--- src/rtl/per_track_threat_escalation_core_defines.svh ---
// ---------------------------------------------------------------------------
// Threat escalation core assertion macros
// Shared concurrent assertion wrappers; ASSERT_OFF compiles them out.
// ---------------------------------------------------------------------------
`ifndef PER_TRACK_THREAT_ESCALATION_CORE_DEFINES_SVH
`define PER_TRACK_THREAT_ESCALATION_CORE_DEFINES_SVH

`ifndef ASSERT_OFF
// property must hold at every rising clock edge outside reset
`define PTTE_ASSERT(lbl, clk, rstn, prop, msg) \
    lbl: assert property (@(posedge clk) disable iff (!rstn) prop) else $error(msg);
// condition must never be seen outside reset
`define PTTE_ASSERT_NEVER(lbl, clk, rstn, cond, msg) \
    lbl: assert property (@(posedge clk) disable iff (!rstn) !(cond)) else $error(msg);
`else
`define PTTE_ASSERT(lbl, clk, rstn, prop, msg)
`define PTTE_ASSERT_NEVER(lbl, clk, rstn, cond, msg)
`endif

`endif

--- src/rtl/ptte_pkg.sv ---
// ---------------------------------------------------------------------------
// Threat escalation package
// Word types, table entry type, codes and timing constants of the core.
// ---------------------------------------------------------------------------
package ptte_pkg;

    localparam int PTTE_TABLE_DEPTH = 64;

    // item kinds
    localparam logic [1:0] KIND_CLASSIFY = 2'd0;
    localparam logic [1:0] KIND_PRUNE    = 2'd1;
    localparam logic [1:0] KIND_KEEP     = 2'd2;
    localparam logic [1:0] KIND_SWEEP    = 2'd3;

    // escalation states
    localparam logic [2:0] ESC_UNKNOWN     = 3'd0;
    localparam logic [2:0] ESC_TRACKED     = 3'd1;
    localparam logic [2:0] ESC_IDENTIFIED  = 3'd2;
    localparam logic [2:0] ESC_THREATENING = 3'd3;
    localparam logic [2:0] ESC_ENGAGED     = 3'd4;

    // threat levels
    localparam logic [1:0] LVL_UNKNOWN = 2'd0;
    localparam logic [1:0] LVL_BENIGN  = 2'd1;
    localparam logic [1:0] LVL_SUSPECT = 2'd2;
    localparam logic [1:0] LVL_THREAT  = 2'd3;

    // configuration register indexes
    localparam logic [1:0] CFG_THREAT_RANGE = 2'd0;
    localparam logic [1:0] CFG_THREAT_SPEED = 2'd1;
    localparam logic [1:0] CFG_DWELL_LIMIT  = 2'd2;
    localparam logic [1:0] CFG_STALE_TMO    = 2'd3;

    localparam logic [22:0] RST_THREAT_RANGE = 23'd100000;
    localparam logic [14:0] RST_THREAT_SPEED = 15'd500;
    localparam logic [31:0] RST_DWELL_LIMIT  = 32'd1000;
    localparam logic [31:0] RST_STALE_TMO    = 32'd5000;

    // fixed rule limits
    localparam logic signed [40:0] IDENT_HOLD_MS    = 41'sd500;
    localparam logic signed [40:0] ENGAGE_HOLD_MS   = 41'sd2000;
    localparam logic signed [40:0] QUALITY_DWELL_MS = 41'sd3000;
    localparam logic signed [15:0] BENIGN_SPEED_CMS = 16'sd200;
    localparam logic [47:0]        ENGAGE_RANGE_SQ  = 48'd40000;

    typedef struct packed {
        logic [1:0]         kind;
        logic [31:0]        track_id;
        logic [39:0]        now_ms;
        logic signed [7:0]  class_code;
        logic signed [15:0] speed_cms;
        logic signed [15:0] doppler_cms;
        logic signed [23:0] pos_x_cm;
        logic signed [23:0] pos_y_cm;
        logic [9:0]         confidence;
        logic               confirmed;
    } t_in_word;

    typedef struct packed {
        logic [1:0]  threat_grade;
        logic [2:0]  escalation;
        logic [31:0] dwell_ms;
        logic [3:0]  quality_tenths;
        logic        table_full;
        logic [6:0]  removed_count;
    } t_out_word;

    typedef struct packed {
        logic [31:0] track;
        logic [2:0]  esc;
        logic [39:0] first_seen;
        logic [39:0] last_seen;
        logic [39:0] ident_at;
        logic [39:0] threat_at;
        logic        ident_set;
        logic        threat_set;
    } t_entry;

    typedef struct packed {
        logic [14:0] threat_speed;
        logic [31:0] dwell_limit;
    } t_rule_cfg;

    // signed difference of two 40-bit timestamps
    function automatic logic signed [40:0] tdiff(input logic [39:0] a, input logic [39:0] b);
        tdiff = $signed({1'b0, a}) - $signed({1'b0, b});
    endfunction

endpackage

--- src/rtl/ptte_rules.sv ---
// ---------------------------------------------------------------------------
// Threat escalation rules
// Grades one report and takes at most one escalation step on the selected entry.
// ---------------------------------------------------------------------------
module ptte_rules (
    input  ptte_pkg::t_in_word  i_in,
    input  ptte_pkg::t_entry    i_ent,
    input  ptte_pkg::t_rule_cfg i_cfg,
    input  logic [46:0]         i_px2,
    input  logic [46:0]         i_py2,
    input  logic [45:0]         i_lim2,
    output ptte_pkg::t_entry    o_ent,
    output logic [1:0]          o_level,
    output logic [31:0]         o_dwell_ms,
    output logic [3:0]          o_quality
);
    import ptte_pkg::*;

    logic signed [40:0] w_dwell;
    logic signed [40:0] w_dwell_lim;
    logic [47:0]        w_r2;
    logic               w_in_range;
    logic               w_closing;
    logic signed [16:0] w_dop;
    logic signed [16:0] w_neg_spd;
    logic [39:0]        w_ident_at;
    logic [39:0]        w_threat_at;
    logic [3:0]         w_q;

    assign w_dwell     = tdiff(i_in.now_ms, i_ent.first_seen);
    assign w_dwell_lim = $signed({9'b0, i_cfg.dwell_limit});
    assign w_r2        = {1'b0, i_px2} + {1'b0, i_py2};
    assign w_in_range  = w_r2 < {2'b0, i_lim2};
    assign w_dop       = 17'(i_in.doppler_cms);
    assign w_neg_spd   = $signed(17'd0 - {2'b0, i_cfg.threat_speed});
    assign w_closing   = w_dop < w_neg_spd;
    assign w_ident_at  = i_ent.ident_set ? i_ent.ident_at : i_in.now_ms;
    assign w_threat_at = i_ent.threat_set ? i_ent.threat_at : i_in.now_ms;

    // grade the report
    always_comb begin
        if (i_in.class_code < 8'sd0) begin
            o_level = LVL_UNKNOWN;
        end else if (i_in.class_code == 8'sd0) begin
            o_level = (i_in.speed_cms <= BENIGN_SPEED_CMS && i_in.speed_cms >= -BENIGN_SPEED_CMS)
                      ? LVL_BENIGN : LVL_SUSPECT;
        end else begin
            o_level = i_in.confidence[9] ? LVL_THREAT : LVL_UNKNOWN;
        end
    end

    // take at most one escalation step
    always_comb begin
        o_ent           = i_ent;
        o_ent.last_seen = i_in.now_ms;
        unique case (i_ent.esc)
            ESC_UNKNOWN: begin
                if (w_dwell > w_dwell_lim) o_ent.esc = ESC_TRACKED;
            end
            ESC_TRACKED: begin
                if (i_in.class_code == 8'sd0) begin
                    o_ent.ident_set = 1'b1;
                    o_ent.ident_at  = w_ident_at;
                    if (tdiff(i_in.now_ms, w_ident_at) > IDENT_HOLD_MS) begin
                        o_ent.esc = ESC_IDENTIFIED;
                    end
                end
            end
            ESC_IDENTIFIED: begin
                if (w_in_range && w_closing) begin
                    o_ent.threat_set = 1'b1;
                    o_ent.threat_at  = w_threat_at;
                    if (tdiff(i_in.now_ms, w_threat_at) > w_dwell_lim) begin
                        o_ent.esc       = ESC_THREATENING;
                        o_ent.threat_at = i_in.now_ms;
                    end
                end else begin
                    o_ent.threat_set = 1'b0;
                    o_ent.threat_at  = '0;
                end
            end
            ESC_THREATENING: begin
                if (w_r2 < ENGAGE_RANGE_SQ &&
                    tdiff(i_in.now_ms, i_ent.threat_at) > ENGAGE_HOLD_MS) begin
                    o_ent.esc = ESC_ENGAGED;
                end
            end
            default: begin
                // engaged holds
            end
        endcase
    end

    // score quality and saturate dwell
    always_comb begin
        w_q = 4'd3;
        if (i_in.class_code >= 8'sd0) w_q = w_q + 4'd3;
        if (i_in.confirmed)           w_q = w_q + 4'd2;
        if (w_dwell > QUALITY_DWELL_MS) w_q = w_q + 4'd2;
        o_quality = w_q;
        if (w_dwell[40]) begin
            o_dwell_ms = '0;
        end else if (w_dwell[39:32] != 8'd0) begin
            o_dwell_ms = '1;
        end else begin
            o_dwell_ms = w_dwell[31:0];
        end
    end

endmodule

--- config.mk ---
export PLATFORM = sky130hd
export DESIGN_NAME = ptte_rules
export DESIGN_NICKNAME = d
export VERILOG_FILES = /design/src/rtl/per_track_threat_escalation_core_defines.svh /design/src/rtl/ptte_pkg.sv /design/src/rtl/ptte_rules.sv
export SDC_FILE = /design/constraint.sdc
export NUM_CORES = 1
export LEC_CHECK = 0
export BUFFER_PORTS_ARGS = -buffer_cell sky130_fd_sc_hd__buf_2
export CORE_AREA = 5 5 302 304
export DETAILED_ROUTE_END_ITERATION = 6
export DIE_AREA = 0 0 307 309
export MAX_ROUTING_LAYER = met4
export PLACE_DENSITY = 0.46
export SETUP_SLACK_MARGIN = 0.5
export SYNTH_ARGS = -nofsm -noshare
export SYNTH_HDL_FRONTEND = slang
export SYNTH_SLANG_ARGS = --single-unit
--- constraint.sdc ---
create_clock -name vclk -period 7
set_clock_uncertainty 0.05 [all_clocks]
set_input_delay 0.7 -clock vclk [all_inputs]
set_output_delay 0.7 -clock vclk [all_outputs]
set_load 0.1 [all_outputs]
==> impl_results.html, run 1 <==
<table>
<tr><th>Metric</th><th>Value</th></tr>
<tr><th colspan="2">Global routing</th></tr>
<tr><td>Congestion Overflow GR</td><td>0</td></tr>
<tr><td>Largest net degree at the start of global routing</td><td>72</td></tr>
<tr><td>Vias in the first global route</td><td>22.6k</td></tr>
<tr><td>Number of antenna violations at the first check in global routing</td><td>16</td></tr>
<tr><td>Global-route wire length before repair</td><td>between 100000 and 150000 µm</td></tr>
<tr><td>Global routing usage summed across all routing layers</td><td>0.194</td></tr>
<tr><th colspan="2">Logic synthesis</th></tr>
<tr><td>Dominant combinational cell family by area after synthesis</td><td>compound AO/OA/AOI/OAI gates</td></tr>
<tr><td>Nets in the synthesized netlist</td><td>~3.7k</td></tr>
<tr><td>Synthesized netlist cell count</td><td>between 2k and 3k</td></tr>
<tr><td>Post-Syn Area per Cell</td><td>around 6.7 µm²</td></tr>
<tr><td>Xor-xnor portion of the synthesized cell area</td><td>0.0825</td></tr>
<tr><td>Number of warnings issued by yosys</td><td>0</td></tr>
<tr><td>Synth Area in Simple Gates</td><td>0.209</td></tr>
<tr><td>Sequential area share after synthesis</td><td>0</td></tr>
<tr><td>Post-synthesis instance area</td><td>around 0.019 mm²</td></tr>
<tr><td>Distinct cells, synth</td><td>83</td></tr>
<tr><td>Area share of fa/ha/maj cells after synthesis</td><td>0.230</td></tr>
<tr><td>Compound-gate portion of the synthesized area</td><td>0.317</td></tr>
<tr><td>Multiplexer share of the synthesized area</td><td>0.0451</td></tr>
<tr><th colspan="2">Die</th></tr>
<tr><td>Starting utilization of the core area</td><td>0.212</td></tr>
<tr><td>Number of ports placed on the die boundary</td><td>~800</td></tr>
<tr><td>Height of the chip</td><td>around 300 µm</td></tr>
<tr><td>Width of the die</td><td>between 300 and 400 µm</td></tr>
<tr><td>Std cell rows</td><td>109</td></tr>
<tr><th colspan="2">Place</th></tr>
<tr><td>Post-placement worst setup slack</td><td>-378 ps</td></tr>
<tr><td>HPWL after detailed placement</td><td>roughly 84000 µm</td></tr>
<tr><td>Placed cell area</td><td>between 0.02 and 0.025 mm²</td></tr>
<tr><td>Number of port buffers</td><td>a little under 600</td></tr>
<tr><td>Placer's final routability congestion estimate</td><td>between 0.9 and 1</td></tr>
<tr><td>Placed Cells incl. Taps</td><td>4552</td></tr>
<tr><th colspan="2">Status</th></tr>
<tr><td>Run-stopping error</td><td>[ERROR DRT-0255] Maze Route cannot find path of net i_ent[195] in worker of routeBox ( 289800 96600 ) ( 307000 144900 ).</td></tr>
<tr><td>Stage where the flow stopped</td><td>detailed routing</td></tr>
<tr><td>Outcome</td><td>stopped before the end</td></tr>
<tr><th colspan="2">Timing</th></tr>
<tr><td>Worst endpoint type</td><td>output port</td></tr>
<tr><td>Critical endpoint after global-route timing repair</td><td>o_ent[40]</td></tr>
<tr><th colspan="2">CTS</th></tr>
<tr><td>Hold-fix buffers, CTS</td><td>0</td></tr>
</table>
==> logic make-up after synthesis <==
kind of cell,after synthesis
AO/OA/AOI/OAI,938
AND/OR/NAND/NOR,798
buffers and inverters,462
adder cells (fa/ha/maj),341
XOR/XNOR,176
multiplexers,84
==> repair_timing <==
action,4_1_cts,5_1_grt
resized for setup,115,42
buffers inserted,28,3
gates cloned,4,0
pin swaps,55,38
setup endpoints to repair,43,42
==> metrics by stage <==
step | TNS [ps] | hold slack (ps)
after floorplan | 0 | 1560
after global placement | -10400 | 1350
after detailed placement | -13870 | 1350
after CTS | 0 | 1350
after global routing | 0 | 1350
==> routing by layer <==
layer,GRT usage
met3,0.0146
met2,0.320
met1,0.269
met4,0.0218
met5,-
==> cell usage after synthesis (all sizes together) (4+ instances only) <==
cell type	n	area, µm²
buf	123	891
o21bai	28	210
a31oi	24	150
inv	252	946
o31ai	14	110
fa	5	100
mux2i	83	831
a211oi	35	263
o22ai	7	43.8
o31a	11	96.3
or3	11	68.8
and3	18	113
nor2b	21	131
and2	13	81.3
clkbuf	87	327
o2111ai	6	52.6
nand3b	11	82.6
ha	336	4200
a2111oi	13	115
nor2	179	672
nand2	252	948
nor4	34	228
o21a	38	285
or4	13	109
nand4	88	551
o221ai	4	35.0
a311oi	7	61.3
nand3	50	250
o21ai	214	1070
a22o	41	359
a221oi	5	43.8
a31o	7	61.3
o211ai	33	248
nor3b	5	37.5
nor3	42	210
a41oi	8	70.1
or2	14	87.6
a21oi	300	1510
nand2b	33	206
xor2	71	622
xnor2	105	920
a21o	108	811
==> run 2: changes to the inputs <==
- CORE_AREA: 5 5 302 304 -> 5 5 306 308
- DIE_AREA: 0 0 307 309 -> 0 0 311 313
- MAX_ROUTING_LAYER: met4 -> not set
- PLACE_DENSITY: 0.46 -> not set
- PLACE_DENSITY_LB_ADDON: not set -> 0.15
- SETUP_SLACK_MARGIN: 0.5 -> not set
- clock period: 7 -> 9.1 ns (I/O delays scaled with it)
==> run 2 against run 1 <==
Effect of this change:
- the flow now finishes without violations
- synthesized cell count unchanged
- area after synthesis unchanged
- global-route usage is 1.5 points lower
==> impl_results.html, run 2 <==
<table>
<tr><th>Metric</th><th>Value</th></tr>
<tr><th colspan="2">Drt</th></tr>
<tr><td>Post-DR wirelength/cell</td><td>between 20 and 25 µm</td></tr>
<tr><td>Total DRC errors in the routed layout</td><td>0</td></tr>
<tr><td>Average vias per placed instance</td><td>around 5</td></tr>
<tr><td>Routed via count</td><td>22.1k</td></tr>
<tr><td>Wirelength, routed</td><td>94100 µm</td></tr>
<tr><td>M1 wire length</td><td>44800 µm</td></tr>
<tr><td>Met3 wire len</td><td>between 3000 and 4000 µm</td></tr>
<tr><td>Routed Antenna Nets</td><td>0</td></tr>
<tr><td>Met2 layer wire length in the routed design</td><td>42700 µm</td></tr>
<tr><td>Number of search-and-repair iterations in the first detailed-routing pass</td><td>5</td></tr>
<tr><td>Top layer reached by signal wires</td><td>met5</td></tr>
<tr><td>Number of DRC markers after the initial detailed-route iteration</td><td>~1.6k</td></tr>
<tr><th colspan="2">Die</th></tr>
<tr><td>Starting utilization of the core area</td><td>0.206</td></tr>
<tr><td>Height of the chip</td><td>313 µm</td></tr>
<tr><td>Std cell rows</td><td>around 110</td></tr>
<tr><td>Core Footprint</td><td>around 0.09 mm²</td></tr>
<tr><td>Number of ports placed on the die boundary</td><td>approximately 790</td></tr>
<tr><td>Width of the die</td><td>between 300 and 400 µm</td></tr>
<tr><td>Die Footprint</td><td>0.0973 mm²</td></tr>
<tr><th colspan="2">Logic synthesis</th></tr>
<tr><td>Distinct cells, synth</td><td>83</td></tr>
<tr><td>Nets in the synthesized netlist</td><td>between 3k and 4k</td></tr>
<tr><td>Sequential area share after synthesis</td><td>0</td></tr>
<tr><td>Number of warnings issued by yosys</td><td>0</td></tr>
<tr><td>Portion of synthesized cell area occupied by the leading cell type</td><td>0.225</td></tr>
<tr><td>Top post-synthesis cells by area</td><td>sky130_fd_sc_hd__ha_1 (23%), sky130_fd_sc_hd__a21oi_1 (8.0%), sky130_fd_sc_hd__o21ai_0 (5.3%), sky130_fd_sc_hd__inv_1 (5.1%), sky130_fd_sc_hd__nand2_1 (5.0%)</td></tr>
<tr><td>Post-Syn Area per Cell</td><td>roughly 6.7 µm²</td></tr>
<tr><td>Most instantiated library cell after synthesis</td><td>sky130_fd_sc_hd__ha_1</td></tr>
<tr><td>Cell types with the highest counts after synthesis</td><td>sky130_fd_sc_hd__ha_1 (336), sky130_fd_sc_hd__a21oi_1 (299), sky130_fd_sc_hd__inv_1 (252)</td></tr>
<tr><td>Synthesized netlist cell count</td><td>approximately 2.8k</td></tr>
<tr><td>Post-synthesis instance area</td><td>0.0187 mm²</td></tr>
<tr><td>Largest area contributor in the synthesized netlist</td><td>sky130_fd_sc_hd__ha_1</td></tr>
<tr><th colspan="2">Status</th></tr>
<tr><td>Outcome</td><td>finished clean</td></tr>
<tr><th colspan="2">Layout</th></tr>
<tr><td>Layout Utilization</td><td>0.250</td></tr>
<tr><td>Most frequent cells in the layout</td><td>sky130_fd_sc_hd__buf_2 (556), sky130_fd_sc_hd__ha_1 (336), sky130_fd_sc_hd__a21oi_1 (299)</td></tr>
<tr><td>Area Overhead vs Synth</td><td>21.7%</td></tr>
<tr><td>Count of clock-net buffers in the final layout</td><td>0</td></tr>
<tr><td>FF+latch count</td><td>0</td></tr>
<tr><td>Number of nets in the final layout</td><td>about 4.1k</td></tr>
<tr><td>Sequential cell area</td><td>0 µm²</td></tr>
<tr><td>Share of cells above drive strength 1</td><td>0.203</td></tr>
<tr><td>Most common library cell in the layout ignoring fill and taps</td><td>sky130_fd_sc_hd__buf_2</td></tr>
<tr><td>Number of non-filler instances in the completed layout</td><td>around 4.4k</td></tr>
<tr><th colspan="2">Worst setup path</th></tr>
<tr><td>Kind of cell adding the most delay to the critical path</td><td>compound AO/OA/AOI/OAI gates</td></tr>
<tr><td>Critical path class</td><td>input pin to output port</td></tr>
<tr><td>Capturing element type of the critical path</td><td>output port</td></tr>
<tr><td>Crit-path max FO</td><td>35</td></tr>
<tr><td>Critical path buffer and inverter count</td><td>5</td></tr>
<tr><td>Required time of the critical path</td><td>between 8000 and 9000 ps</td></tr>
<tr><td>Largest stage delay on the critical path</td><td>between 500 and 600 ps</td></tr>
<tr><td>Category of the worst setup path launch point</td><td>input pin</td></tr>
<tr><td>Critical path arrival</td><td>7540 ps</td></tr>
<tr><td>Cell at the slowest stage of the critical path</td><td>sky130_fd_sc_hd__buf_4</td></tr>
<tr><th colspan="2">Global routing</th></tr>
<tr><td>Largest net degree at the start of global routing</td><td>59</td></tr>
<tr><td>Number of antenna violations at the first check in global routing</td><td>14</td></tr>
<tr><td>Congestion Overflow GR</td><td>0</td></tr>
<tr><td>Global-route wire length before repair</td><td>between 100000 and 150000 µm</td></tr>
<tr><td>Global routing usage summed across all routing layers</td><td>0.178</td></tr>
<tr><td>Vias in the first global route</td><td>21.7k</td></tr>
<tr><th colspan="2">Run</th></tr>
<tr><td># Max-Cap Violations</td><td>0</td></tr>
<tr><th colspan="2">Timing</th></tr>
<tr><td>Final sum of negative setup slack</td><td>0 ps</td></tr>
<tr><td>Transition time of the tightest slew-check pin</td><td>1000 ps</td></tr>
<tr><td>Max transition margin</td><td>0.331</td></tr>
<tr><td>Max Freq</td><td>0.118 GHz</td></tr>
<tr><td>Final setup violation count</td><td>0</td></tr>
<tr><td>Number of max-slew violations in the final report</td><td>0</td></tr>
<tr><td>Post-layout min period</td><td>between 8000 and 9000 ps</td></tr>
<tr><td>Unrepaired setup endpoints after global routing</td><td>no</td></tr>
<tr><td>Share of the clock period used by the worst path</td><td>0.934</td></tr>
<tr><td>Fin Hold WS</td><td>approximately 1800 ps</td></tr>
<tr><td>Final hold viol count</td><td>0</td></tr>
<tr><th colspan="2">Place</th></tr>
<tr><td>Number of port buffers</td><td>approximately 600</td></tr>
<tr><td>HPWL after detailed placement</td><td>83100 µm</td></tr>
<tr><td>Placer's final routability congestion estimate</td><td>slightly below 0.9</td></tr>
<tr><td>Placed Cells incl. Taps</td><td>approximately 4.4k</td></tr>
<tr><th colspan="2">Hold path</th></tr>
<tr><td>Hold WC Path Type</td><td>input pin to output port</td></tr>
<tr><td>Min-Delay Startpoint</td><td>i_ent[178]</td></tr>
<tr><td>Worst Hold Endpoint</td><td>o_ent[178]</td></tr>
<tr><td>Hold Path Depth</td><td>0</td></tr>
<tr><th colspan="2">CTS</th></tr>
<tr><td>Cells resized by post-CTS repair</td><td>0</td></tr>
<tr><td>Hold-fix buffers, CTS</td><td>0</td></tr>
<tr><td>Number of buffers added for setup after CTS</td><td>0</td></tr>
</table>
-- run 2: cell counts after synthesis --
Identical to the previous run, type by type.
-- run 2: area by class of cell --
| class | count | area (µm²) |
|---|---|---|
| inverters | 252 | 946 |
| repair buffers | 613 | 3740 |
| multi-input cells | 2337 | 16500 |
| diodes | 8 | 20.0 |
| fillers | 10500 | 68100 |
| well taps | 1186 | 1480 |
-- run 2: worst max-delay path by stage --
| stage | start | endpoint | slack (ps) | cells after the start |
|---|---|---|---|---|
| after floorplan | i_ent[0] | o_ent[10] | 1300 | 28 |
| after global placement | i_ent[0] | o_ent[11] | 710 | 29 |
| after detailed placement | i_ent[0] | o_ent[11] | 670 | 29 |
| after CTS | i_ent[0] | o_ent[11] | 650 | 29 |
| after global routing | i_in[101] | o_ent[11] | 240 | 30 |
| final | i_ent[0] | o_ent[11] | 600 | 29 |
-- run 2: metal layers --
layer  GRT usage  up-vias
li1            -    11000
met1       0.246    10300
met2       0.301      667
met3      0.0176       99
met4      0.0416        2
met5           0        -
-- run 2: logic make-up (layout without fill, tap and decap cells) --
kind of cell / Yosys count / count (layout) / share of synthesized area
AOI/OAI and AO/OA: 938 / 938 / 0.317
other: 0 / 8 / 0
buffers and inverters: 462 / 865 / 0.116
adders and majority gates: 341 / 341 / 0.230
xor gates and xnor gates: 176 / 176 / 0.0825
muxes: 84 / 84 / 0.0451
and+or+nand+nor: 798 / 798 / 0.209
-- run 2: per-stage QoR --
| step | instance area [µm²] | worst slack (ps) |
|---|---|---|
| after floorplan | 18700 | 1300 |
| after global placement | 22700 | 706 |
| after detailed placement | 22700 | 672 |
| after CTS | 22700 | 647 |
| after global routing | 22700 | 237 |
| final | 22700 | 598 |
